==> config.mk <==
export PLATFORM = sky130hd
export DESIGN_NAME = salc_scan
export DESIGN_NICKNAME = d
export VERILOG_FILES = /design/src/rtl/salc_pkg.sv /design/src/rtl/salc_scan.sv
export SDC_FILE = /design/constraint.sdc
export NUM_CORES = 1
export LEC_CHECK = 0
export BUFFER_PORTS_ARGS = -buffer_cell sky130_fd_sc_hd__clkbuf_2
export CAP_MARGIN = 20
export CELL_PAD_IN_SITES_DETAIL_PLACEMENT = 0
export CELL_PAD_IN_SITES_GLOBAL_PLACEMENT = 1
export CORE_ASPECT_RATIO = 0.8
export CORE_MARGIN = 2
export CORE_UTILIZATION = 36
export DETAILED_ROUTE_END_ITERATION = 8
export HOLD_SLACK_MARGIN = 0.12
export PLACE_DENSITY_LB_ADDON = 0.3
export RECOVER_POWER = 50
export SETUP_SLACK_MARGIN = 0.02
export SYNTH_ARGS = -nofsm -noshare
export SYNTH_HDL_FRONTEND = slang
export SYNTH_SLANG_ARGS = --single-unit
==> constraint.sdc <==
create_clock -name clk -period 3.2 [get_ports clk]
set_clock_uncertainty 0.15 [all_clocks]
set_input_delay 0.16 -clock clk [delete_from_list [all_inputs] [get_ports clk]]
set_output_delay 0.16 -clock clk [all_outputs]
set_load 0.005 [all_outputs]
==> src/rtl/salc_pkg.sv <==
// Shared types and constants for the set-associative LRU cache model.
// Used by salc_store, salc_scan and set_assoc_lru_cache_sim.
`timescale 1ns / 1ps

package salc_pkg;

  localparam int TAG_W      = 64;
  localparam int AGE_W      = 32;
  localparam int CNT_W      = 32;
  localparam int OP_W       = 2;
  localparam int CFG_IDX_W  = 2;
  localparam int CFG_DATA_W = 4;

  localparam logic [OP_W-1:0] OP_LOAD   = 2'd0;
  localparam logic [OP_W-1:0] OP_STORE  = 2'd1;
  localparam logic [OP_W-1:0] OP_MODIFY = 2'd2;

  localparam logic [CFG_IDX_W-1:0] CFG_SET_BITS   = 2'd0;
  localparam logic [CFG_IDX_W-1:0] CFG_WAYS       = 2'd1;
  localparam logic [CFG_IDX_W-1:0] CFG_BLOCK_BITS = 2'd2;

  localparam logic [2:0] SET_BITS_RESET   = 3'd4;
  localparam logic [3:0] WAYS_RESET       = 4'd1;
  localparam logic [3:0] BLOCK_BITS_RESET = 4'd4;

  // One cache line as held in the line store.
  typedef struct packed {
    logic             valid;
    logic [TAG_W-1:0] tag;
    logic [AGE_W-1:0] age;
  } line_t;

  // Outcome of a way scan.
  typedef struct packed {
    logic hit;
    logic free;
  } scan_flags_t;

  typedef enum logic [1:0] {
    ST_IDLE,
    ST_SETUP,
    ST_SCAN,
    ST_WRITE
  } state_t;

endpackage

==> src/rtl/salc_scan.sv <==
// Way scan unit: one tag compare and two age compares, applied to one line per cycle while take is high.
// Tracks hit way, first free way, oldest valid way and the newest age. Depends on salc_pkg.
`timescale 1ns / 1ps

module salc_scan import salc_pkg::*; #(
  parameter int WAY_W = 3
) (
  input  logic             clk,
  input  logic             rst,
  input  logic             start,
  input  logic             take,
  input  logic [WAY_W-1:0] way,
  input  line_t            line,
  input  logic [TAG_W-1:0] blk,
  output scan_flags_t      flags,
  output logic [WAY_W-1:0] use_way,
  output logic [AGE_W-1:0] newest
);

  logic             hit_found;
  logic             free_found;
  logic             old_found;
  logic [WAY_W-1:0] hit_way;
  logic [WAY_W-1:0] free_way;
  logic [WAY_W-1:0] old_way;
  logic [AGE_W-1:0] old_age;

  always_ff @(posedge clk) begin
    if (rst || start) begin
      hit_found  <= 1'b0;
      free_found <= 1'b0;
      old_found  <= 1'b0;
      newest     <= '0;
    end else if (take) begin
      if (line.age > newest) begin
        newest <= line.age;
      end
      if (line.valid) begin
        if (!hit_found && line.tag == blk) begin
          hit_found <= 1'b1;
          hit_way   <= way;
        end
        // Strict compare keeps the lowest way among equal stamps.
        if (!old_found || line.age < old_age) begin
          old_found <= 1'b1;
          old_way   <= way;
          old_age   <= line.age;
        end
      end else if (!free_found) begin
        free_found <= 1'b1;
        free_way   <= way;
      end
    end
  end

  always_comb begin
    flags.hit  = hit_found;
    flags.free = free_found;
    if (hit_found) begin
      use_way = hit_way;
    end else if (free_found) begin
      use_way = free_way;
    end else begin
      use_way = old_way;
    end
  end

endmodule

==> results of run 1 <==
-- flip-flops by register name, indices dropped and copies added (netlist names) --
| register | count |
|---|---|
| hit_found | 1 |
| newest | 32 |
| old_found | 1 |
| hit_way | 3 |
| free_way | 3 |
| old_way | 3 |
| free_found | 1 |
| old_age | 32 |
-- logic make-up after synthesis --
family                   after synthesis  synth area share (%)
flip-flops                            76                 37.59
adder cells (fa/ha/maj)               63                 15.34
AO/OA/AOI/OAI                        147                 18.35
multiplexers                           3                0.5842
buffers and inverters                 98                 8.033
AND/OR/NAND/NOR                      118                 12.95
XOR/XNOR                              42                 7.157
-- stage by stage --
| step | worst slack (ps) | power (mW) |
|---|---|---|
| after floorplan | 384.7 | 1.310 |
| after global placement | 476.3 | 1.521 |
| after detailed placement | 430.6 | 1.538 |
| after CTS | 306.7 | 2.640 |
| after global routing | 61.02 | 2.731 |
| final | 256.1 | 2.598 |
-- critical path, delay by kind of cell --
kind	cells	cell delay [ps]
compound gates	3	740
simple gates	3	900
fa+ha+maj	1	330
buf+inv	3	900
-- final timing paths --
check / start / end / slack (ps) / cells past startpoint
max: line[15] / newest[4] / 260 / 10
min: take / free_way[1] / 170 / 3
max reg2reg: newest[15] / newest[4] / 390 / 9
min reg2reg: newest[28] / newest[28] / 330 / 2
-- area by class of cell --
class	count	share of cell area [%]
multi-input combinational	373	40.10
sequential	76	27.49
timing repair buffer	254	20.48
inverter	80	4.274
tap	184	3.276
clock buffer	10	3.259
clock inverter	6	1.122
-- layer usage --
| layer | up-vias | track usage [%] | part of all wire, % |
|---|---|---|---|
| met5 | - | 0 | 0 |
| met4 | 0 | 5.361 | 1.3 |
| met3 | 17 | 4.710 | 6.8 |
| met2 | 152 | 33.73 | 48 |
| met1 | 2259 | 24.33 | 44 |
| li1 | 2459 | - | - |
-- synth_stat cells, types with 6 or more instances --
library cell / number / area, µm²
nand2_1: 11 / 41.29
a21boi_1: 30 / 225.2
nand4_1: 22 / 137.6
inv_1: 80 / 300.3
ha_1: 63 / 788.3
dfxtp_1: 35 / 700.7
clkbuf_1: 7 / 26.28
o22ai_1: 6 / 37.54
a2111oi_0: 7 / 61.31
xnor2_1: 23 / 201.4
a21oi_1: 28 / 140.1
edfxtp_1: 41 / 1231
o21ai_0: 38 / 190.2
xor2_1: 19 / 166.4
or4_1: 6 / 45.04
nand3_1: 37 / 185.2
a21o_1: 19 / 142.6
nor2b_1: 19 / 118.9
-- where the power goes --
group | switching [mW] | internal (mW)
clock | 0.377 | 0.674
sequential | 0.0143 | 1.05
combinational | 0.237 | 0.244
total | 0.628 | 1.97
-- what timing repair did --
item                                   in CTS  in global routing
gates resized for setup                     0                  0
setup buffers                               0                  0
endpoints found under the hold margin      78                  0
hold buffers                               40                  0
==> results.toml, run 1 <==
[global_route]
antenna_found_initial = 0
grt_max_degree = 35
track_usage_pct = 19.61
first_global_vias = 5056
grt_pass1_wl_um = 23420
grt.overflow.total = 0

[timing]
setup_viol = 0
totalNegativeSetupSlack_ps = 0
rsz0062_at_grt = "no"
relSlewSlack_pct = 58.55
hold_violations = 0
drv_slew = 0
period_share_pct = 92.00
maxClockFrequency_ghz = 0.3397
worst_pin_slew_ps = 606.0
period_needed_ps = 2944
whs_ps = 173.9

[clock_network]
cts_max_path_buffers = 2
clkLatencyLatePin_ps = 340
cts_tree = "yes"
h-tree-depth = 3
cts_sinks = 76
clk_pin_slew_ps = 60
numCtsBuffers = 9
root_buffer = "clkbuf_16"

[final_layout]
final_cell_area_um2 = 7027
layout-drive-gt1-share_pct = 22.15
multi_input_area_um2 = 2818
layout_commonest_cell = "clkbuf_2"
final_cell_mix = "clkbuf_2, inv_1, ha_1, clkbuf_1, edfxtp_1"
nFillCells = 1380
nNetsFinal = 1025
area_delta_synth_final_pct = 36.71
antenna_cells = 0
fin_cells = 983
final_util_pct = 49.83
seq_area_um2 = 1932

[setup_path]
cpPeakStageDelay_ps = 590
end_kind = "flip-flop"
critPathMaxFanout = 14
worstPathArrival_ps = 3050
critPathSlowestCell = "or4_1"
crit_type = "in2reg"
cp_data_required_time_ps = 3310
startpoint_type = "input pin"
path_cells = "dlygate4sd3_1, clkbuf_1, ha_1, nand4_1, or4_1, o21ai_1, a31o_2, buf_4, nand3_1, a21boi_1"

[placed_design]
gp_congestion = 0.8579
portBuffers = 204
dpl.hpwl_um = 11700
dp_cells = 927
dpl_cell_area_um2 = 6389

[pwr]
p_per_area_nw_per_um2 = 369.7
p_leak_nw = 3.045
ir_worst_vdd_v = 0.0002570

[logic_synthesis]
synthesis.area_um2 = 5140
syn-instance-count = 547
syn_avg_cell_area_um2 = 9.397
syn_nets = 778
synth_seq_cells = 76
ys_types = 40
ys_seq_area_share_pct = 37.59
synth_edf_count = 41
ys.flop_type = "edfxtp_1"
async_reset_ff_share_pct = 0
yosysWarnings = 0

[detailed_routing]
vias_per_cell = 4.972
drt_iter0_markers = 191
wire_per_inst_um = 14.85
drc = 0
drt_first_pass_iters = 6
drtAntennaViolNets = 0
drt_wl_total_um = 14600
via_count = 4887

[run]
drv_cap = 0

[floorplanning]
ios = 205
dieArea_um2 = 15260
coreArea_um2 = 14100
rows = 39
start_util_pct = 36.45
die_h_um = 110.9
die_w_um = 137.6

[hold_path]
hold_path_class = "in2reg"

[run_status]
outcome = "complete, no violations"
Note: power is estimated with default switching activity, not from simulation.
==> run 2, diff against run 1 <==
--- a/config.mk
+++ b/config.mk
@@ -13,6 +13,7 @@
 export CORE_MARGIN = 2
 export CORE_UTILIZATION = 36
 export DETAILED_ROUTE_END_ITERATION = 8
+export GPL_TIMING_DRIVEN = 0
 export HOLD_SLACK_MARGIN = 0.12
 export PLACE_DENSITY_LB_ADDON = 0.3
 export RECOVER_POWER = 50
==> results.toml, run 2 (synthesis results as in run 1) <==
[floorplanning]
start_util_pct = 36.45
coreArea_um2 = 14100
die_h_um = 110.9
ios = 205
die_w_um = 137.6
dieArea_um2 = 15260
rows = 39

[detailed_routing]
vias_per_cell = 4.884
via_count = 4840
drt_iter0_markers = 182
drc = 0
drt_wl_total_um = 14360
drtAntennaViolNets = 0
wire_per_inst_um = 14.49
drt_first_pass_iters = 4

[placed_design]
dpl.hpwl_um = 11490
portBuffers = 204
dpl_cell_area_um2 = 6392
gp_congestion = 0.8893

[run]
drv_cap = 0

[final_layout]
final_cell_area_um2 = 7096
final_cell_mix = "clkbuf_2, inv_1, clkbuf_1, ha_1, edfxtp_1"
layout_commonest_cell = "clkbuf_2"
layout-drive-gt1-share_pct = 22.06
antenna_cells = 0
final_util_pct = 50.32
area_delta_synth_final_pct = 38.05
nNetsFinal = 1033
reg_top3 = "newest: 32 flops, old_age: 32 flops"

[pwr]
p_leak_nw = 3.085
ir_worst_vdd_v = 0.0002811
p_per_area_nw_per_um2 = 393.0

[global_route]
antenna_found_initial = 0
grt.overflow.total = 0
track_usage_pct = 18.94
first_global_vias = 4706
grt_pass1_wl_um = 22610
grt_max_degree = 36

[run_status]
outcome = "complete, no violations"

[clock_network]
clk_pin_slew_ps = 60
clkLatencyLatePin_ps = 340
numCtsBuffers = 9
h-tree-depth = 3
root_buffer = "clkbuf_16"
cts_max_path_buffers = 2
cts_tree = "yes"
cts_sinks = 76

[setup_path]
crit_path_frequent_cell = "a21o_1"
cp_data_required_time_ps = 3020
end_kind = "flip-flop"
crit_type = "in2reg"
startpoint_type = "input pin"
critPathSlowestCell = "dlygate4sd3_1"
r2r_start = "old_age[25]"
cpPeakStageDelay_ps = 540
path_cells = "dlygate4sd3_1, clkbuf_1, ha_1, a21o_1, a21o_1, a21oi_1, o211ai_1, a21boi_0, o21a_4"
worstPathArrival_ps = 2790
cp-startpoint = "line[25]"
critPathMaxFanout = 35

[timing]
period_needed_ps = 2968
maxClockFrequency_ghz = 0.3369
hold_violations = 0
rsz0062_at_grt = "no"
worst_pin_slew_ps = 708.0
whs_ps = 182.0
setup_viol = 0
drv_slew = 0
totalNegativeSetupSlack_ps = 0
relSlewSlack_pct = 51.58
period_share_pct = 92.76

[hold_path]
min_from = "take"
hold_path_class = "in2reg"
==> run 2: changes by cell type in the layout (fill, tap and decap cells not counted), moves of 2 or more <==
cell       previous run  this run
buf_4                 9         4
buf_6                 0         3
bufinv_16             2         4
buf_2                 0         3
clkinv_1              3         0
clkbuf_1             57        64
==> run 2: routing by layer <==
metal / vias to the layer above / share of wire, % / GRT usage, %
met5: - / 0 / 0
met4: 0 / 0.88 / 5.223
met3: 8 / 5.9 / 3.704
met2: 147 / 47 / 30.75
met1: 2214 / 46 / 25.57
li1: 2471 / - / -
==> run 2: repair_timing <==
item | in CTS | in global routing
setup endpoints to repair | 0 | 35
hold endpoints to repair | 78 | 0
resized for setup | 0 | 1
setup buffers | 0 | 0
hold buffers | 40 | 0
==> run 2: path summary, 6_finish.rpt <==
check / to / slack [ps] / cells past startpoint
max: old_age[26] / 230 / 9
min: free_way[1] / 180 / 3
max reg2reg: old_age[26] / 450 / 8
min reg2reg: newest[17] / 330 / 2
==> run 2: cell type report <==
cell class                      instances  area [µm²]
Buffer                                 18       112.6
Clock buffer                           12       246.5
Clock inverter                          4       120.1
Fill cell                            1378        7007
Inverter                               80       300.3
Multi-Input combinational cell        373        2803
Sequential cell                        76        1932
Tap cell                              184       230.2
Timing Repair Buffer                  244        1351
==> run 2: stage by stage <==
| stage | worst slack (ps) | power, mW | instances |
|---|---|---|---|
| 2_1_floorplan | 384.7 | 1.310 | 547 |
| 3_3_place_gp | -291.0 | 1.515 | 935 |
| 3_5_place_dp | 208.2 | 1.529 | 935 |
| 4_1_cts | 26.29 | 2.817 | 991 |
| 5_1_grt | 117.6 | 2.917 | 991 |
| 6_report | 231.7 | 2.789 | 991 |
==> run 2: worst max-delay path: cells and delay by family <==
family,cells,cell delay [ps]
AOI/OAI and AO/OA,6,1570
adders and majority gates,1,340
buffers and inverters,2,700
==> run 2: power by group <==
part           total [mW]  internal (mW)  switching (mW)
Clock                1.25          0.863           0.388
Combinational       0.474          0.239           0.235
Sequential           1.06           1.05          0.0132
==> run 3, diff against run 2 <==
--- a/config.mk
+++ b/config.mk
@@ -12,11 +12,12 @@
 export CORE_ASPECT_RATIO = 0.8
 export CORE_MARGIN = 2
 export CORE_UTILIZATION = 36
+export CTS_CLUSTER_SIZE = 24
 export DETAILED_ROUTE_END_ITERATION = 8
 export GPL_TIMING_DRIVEN = 0
 export HOLD_SLACK_MARGIN = 0.12
 export PLACE_DENSITY_LB_ADDON = 0.3
-export RECOVER_POWER = 50
+export RECOVER_POWER = 25
 export SETUP_SLACK_MARGIN = 0.02
 export SYNTH_ARGS = -nofsm -noshare
 export SYNTH_HDL_FRONTEND = slang
==> results.toml, run 3 (synthesis results as in run 1) <==
[run_status]
outcome = "complete, no violations"

[timing]
period_needed_ps = 2968
rsz0062_at_grt = "no"
worst_pin_slew_ps = 705.5
whs_ps = 183.7
setup_viol = 0
drv_slew = 0
totalNegativeSetupSlack_ps = 0
relSlewSlack_pct = 51.75
hold_violations = 0
maxClockFrequency_ghz = 0.3369
period_share_pct = 92.75

[setup_path]
r2r_start = "old_age[25]"
crit_type = "in2reg"
end_kind = "flip-flop"
r2r-end = "old_age[8]"
critPathMaxFanout = 35
regToRegSetupSlack_ps = 450
cp-startpoint = "line[25]"
startpoint_type = "input pin"
critPathSlowestCell = "dlygate4sd3_1"
worstPathArrival_ps = 2790
r2r.worst_path.cells = 8
crit_path_frequent_cell = "a21o_1"
critPathCapture = "old_age[8]"
path_cells = "dlygate4sd3_1, clkbuf_1, ha_1, a21o_1, a21o_1, a21oi_1, o211ai_1, a21boi_0, o21a_4"
cpPeakStageDelay_ps = 540
cp_data_required_time_ps = 3020

[final_layout]
nNetsFinal = 1033
area_delta_synth_final_pct = 38.63
final_cell_mix = "clkbuf_2, inv_1, ha_1, clkbuf_1, edfxtp_1"
nFillCells = 1359
layout-drive-gt1-share_pct = 25.03
reg_top3 = "newest: 32 flops, old_age: 32 flops"
fin_cells = 991
final_cell_area_um2 = 7126
final_util_pct = 50.53
antenna_cells = 0
layout_commonest_cell = "clkbuf_2"

[detailed_routing]
drt_wl_total_um = 14270
via_count = 4823
drc = 0
drtAntennaViolNets = 0
drt_iter0_markers = 186
vias_per_cell = 4.867
wire_per_inst_um = 14.40
drt_first_pass_iters = 4

[clock_network]
postCtsSetupBuffers = 0
cts_tree = "yes"
root_buffer = "clkbuf_16"
h-tree-depth = 3
cts_sinks = 76
clkLatencyLatePin_ps = 330
cts_max_path_buffers = 2
clk_pin_slew_ps = 60
numCtsBuffers = 9

[placed_design]
dpl.hpwl_um = 11490
dp_cells = 935
dpl_cell_area_um2 = 6392
portBuffers = 204
gp_congestion = 0.8893

[global_route]
grt_pass1_wl_um = 22610
track_usage_pct = 18.94
grt_max_degree = 36
grt.overflow.total = 0
first_global_vias = 4706
antenna_found_initial = 0

[run]
drv_cap = 0

[floorplanning]
dieArea_um2 = 15260
start_util_pct = 36.45
ios = 205
die_w_um = 137.6
coreArea_um2 = 14100
die_h_um = 110.9
rows = 39

[pwr]
p_per_area_nw_per_um2 = 391.3
p_leak_nw = 3.166
ir_worst_vdd_v = 0.0002799

[hold_path]
hold_path_class = "in2reg"
## run 3: cell counts in the layout (fill, tap and decap cells not counted)
Identical to the previous run, type by type.
## run 3: per-stage QoR
step	setup slack, ps	power (mW)
4_1_cts	26.29	2.817
3_5_place_dp	208.2	1.529
5_1_grt	117.6	2.919
3_3_place_gp	-291.0	1.515
2_1_floorplan	384.7	1.310
6_report	232.0	2.788
## run 3: routing by layer
metal | global-route usage (%) | wire length [µm]
met1 | 25.57 | 6558
met2 | 30.75 | 6749
met4 | 5.223 | 127
met5 | 0 | 0
met3 | 3.704 | 830
## run 3: area by class of cell
type	count	area (µm²)	share of cell area [%]
multi-input cells	373	2803	39.33
plain buffers	18	112.6	1.580
clock inverters	4	120.1	1.686
well taps	184	230.2	3.231
clock buffers	12	246.5	3.459
repair buffers	244	1381	19.39
flip-flops and latches	76	1932	27.11
inverters	80	300.3	4.214
## run 3: repair_timing
| item | in CTS | in global routing |
|---|---|---|
| hold buffers | 40 | 0 |
| endpoints found under the hold margin | 78 | 0 |
| endpoints found under the setup margin | 0 | 35 |
| gates resized for setup | 0 | 1 |
## run 3: power breakdown
group	internal [mW]	switching [mW]	total, mW
logic	0.241	0.235	0.477
clock network	0.863	0.384	1.25
registers	1.05	0.0134	1.06
## run 3: worst min path at each step
stage | from | to | slack [ps] | depth (start not counted)
floorplan | rst | free_found | 90 | 1
global placement | rst | old_found | 210 | 2
detailed placement | start | old_found | 210 | 2
CTS | take | free_way[1] | 170 | 3
global route | take | free_way[1] | 230 | 3
finish | take | free_way[1] | 180 | 3
## run 3: worst max-delay path, delay by kind of cell
family	cells	cell delay, ps
adders and majority gates	1	340
AOI/OAI and AO/OA	6	1570
buffers and inverters	2	700
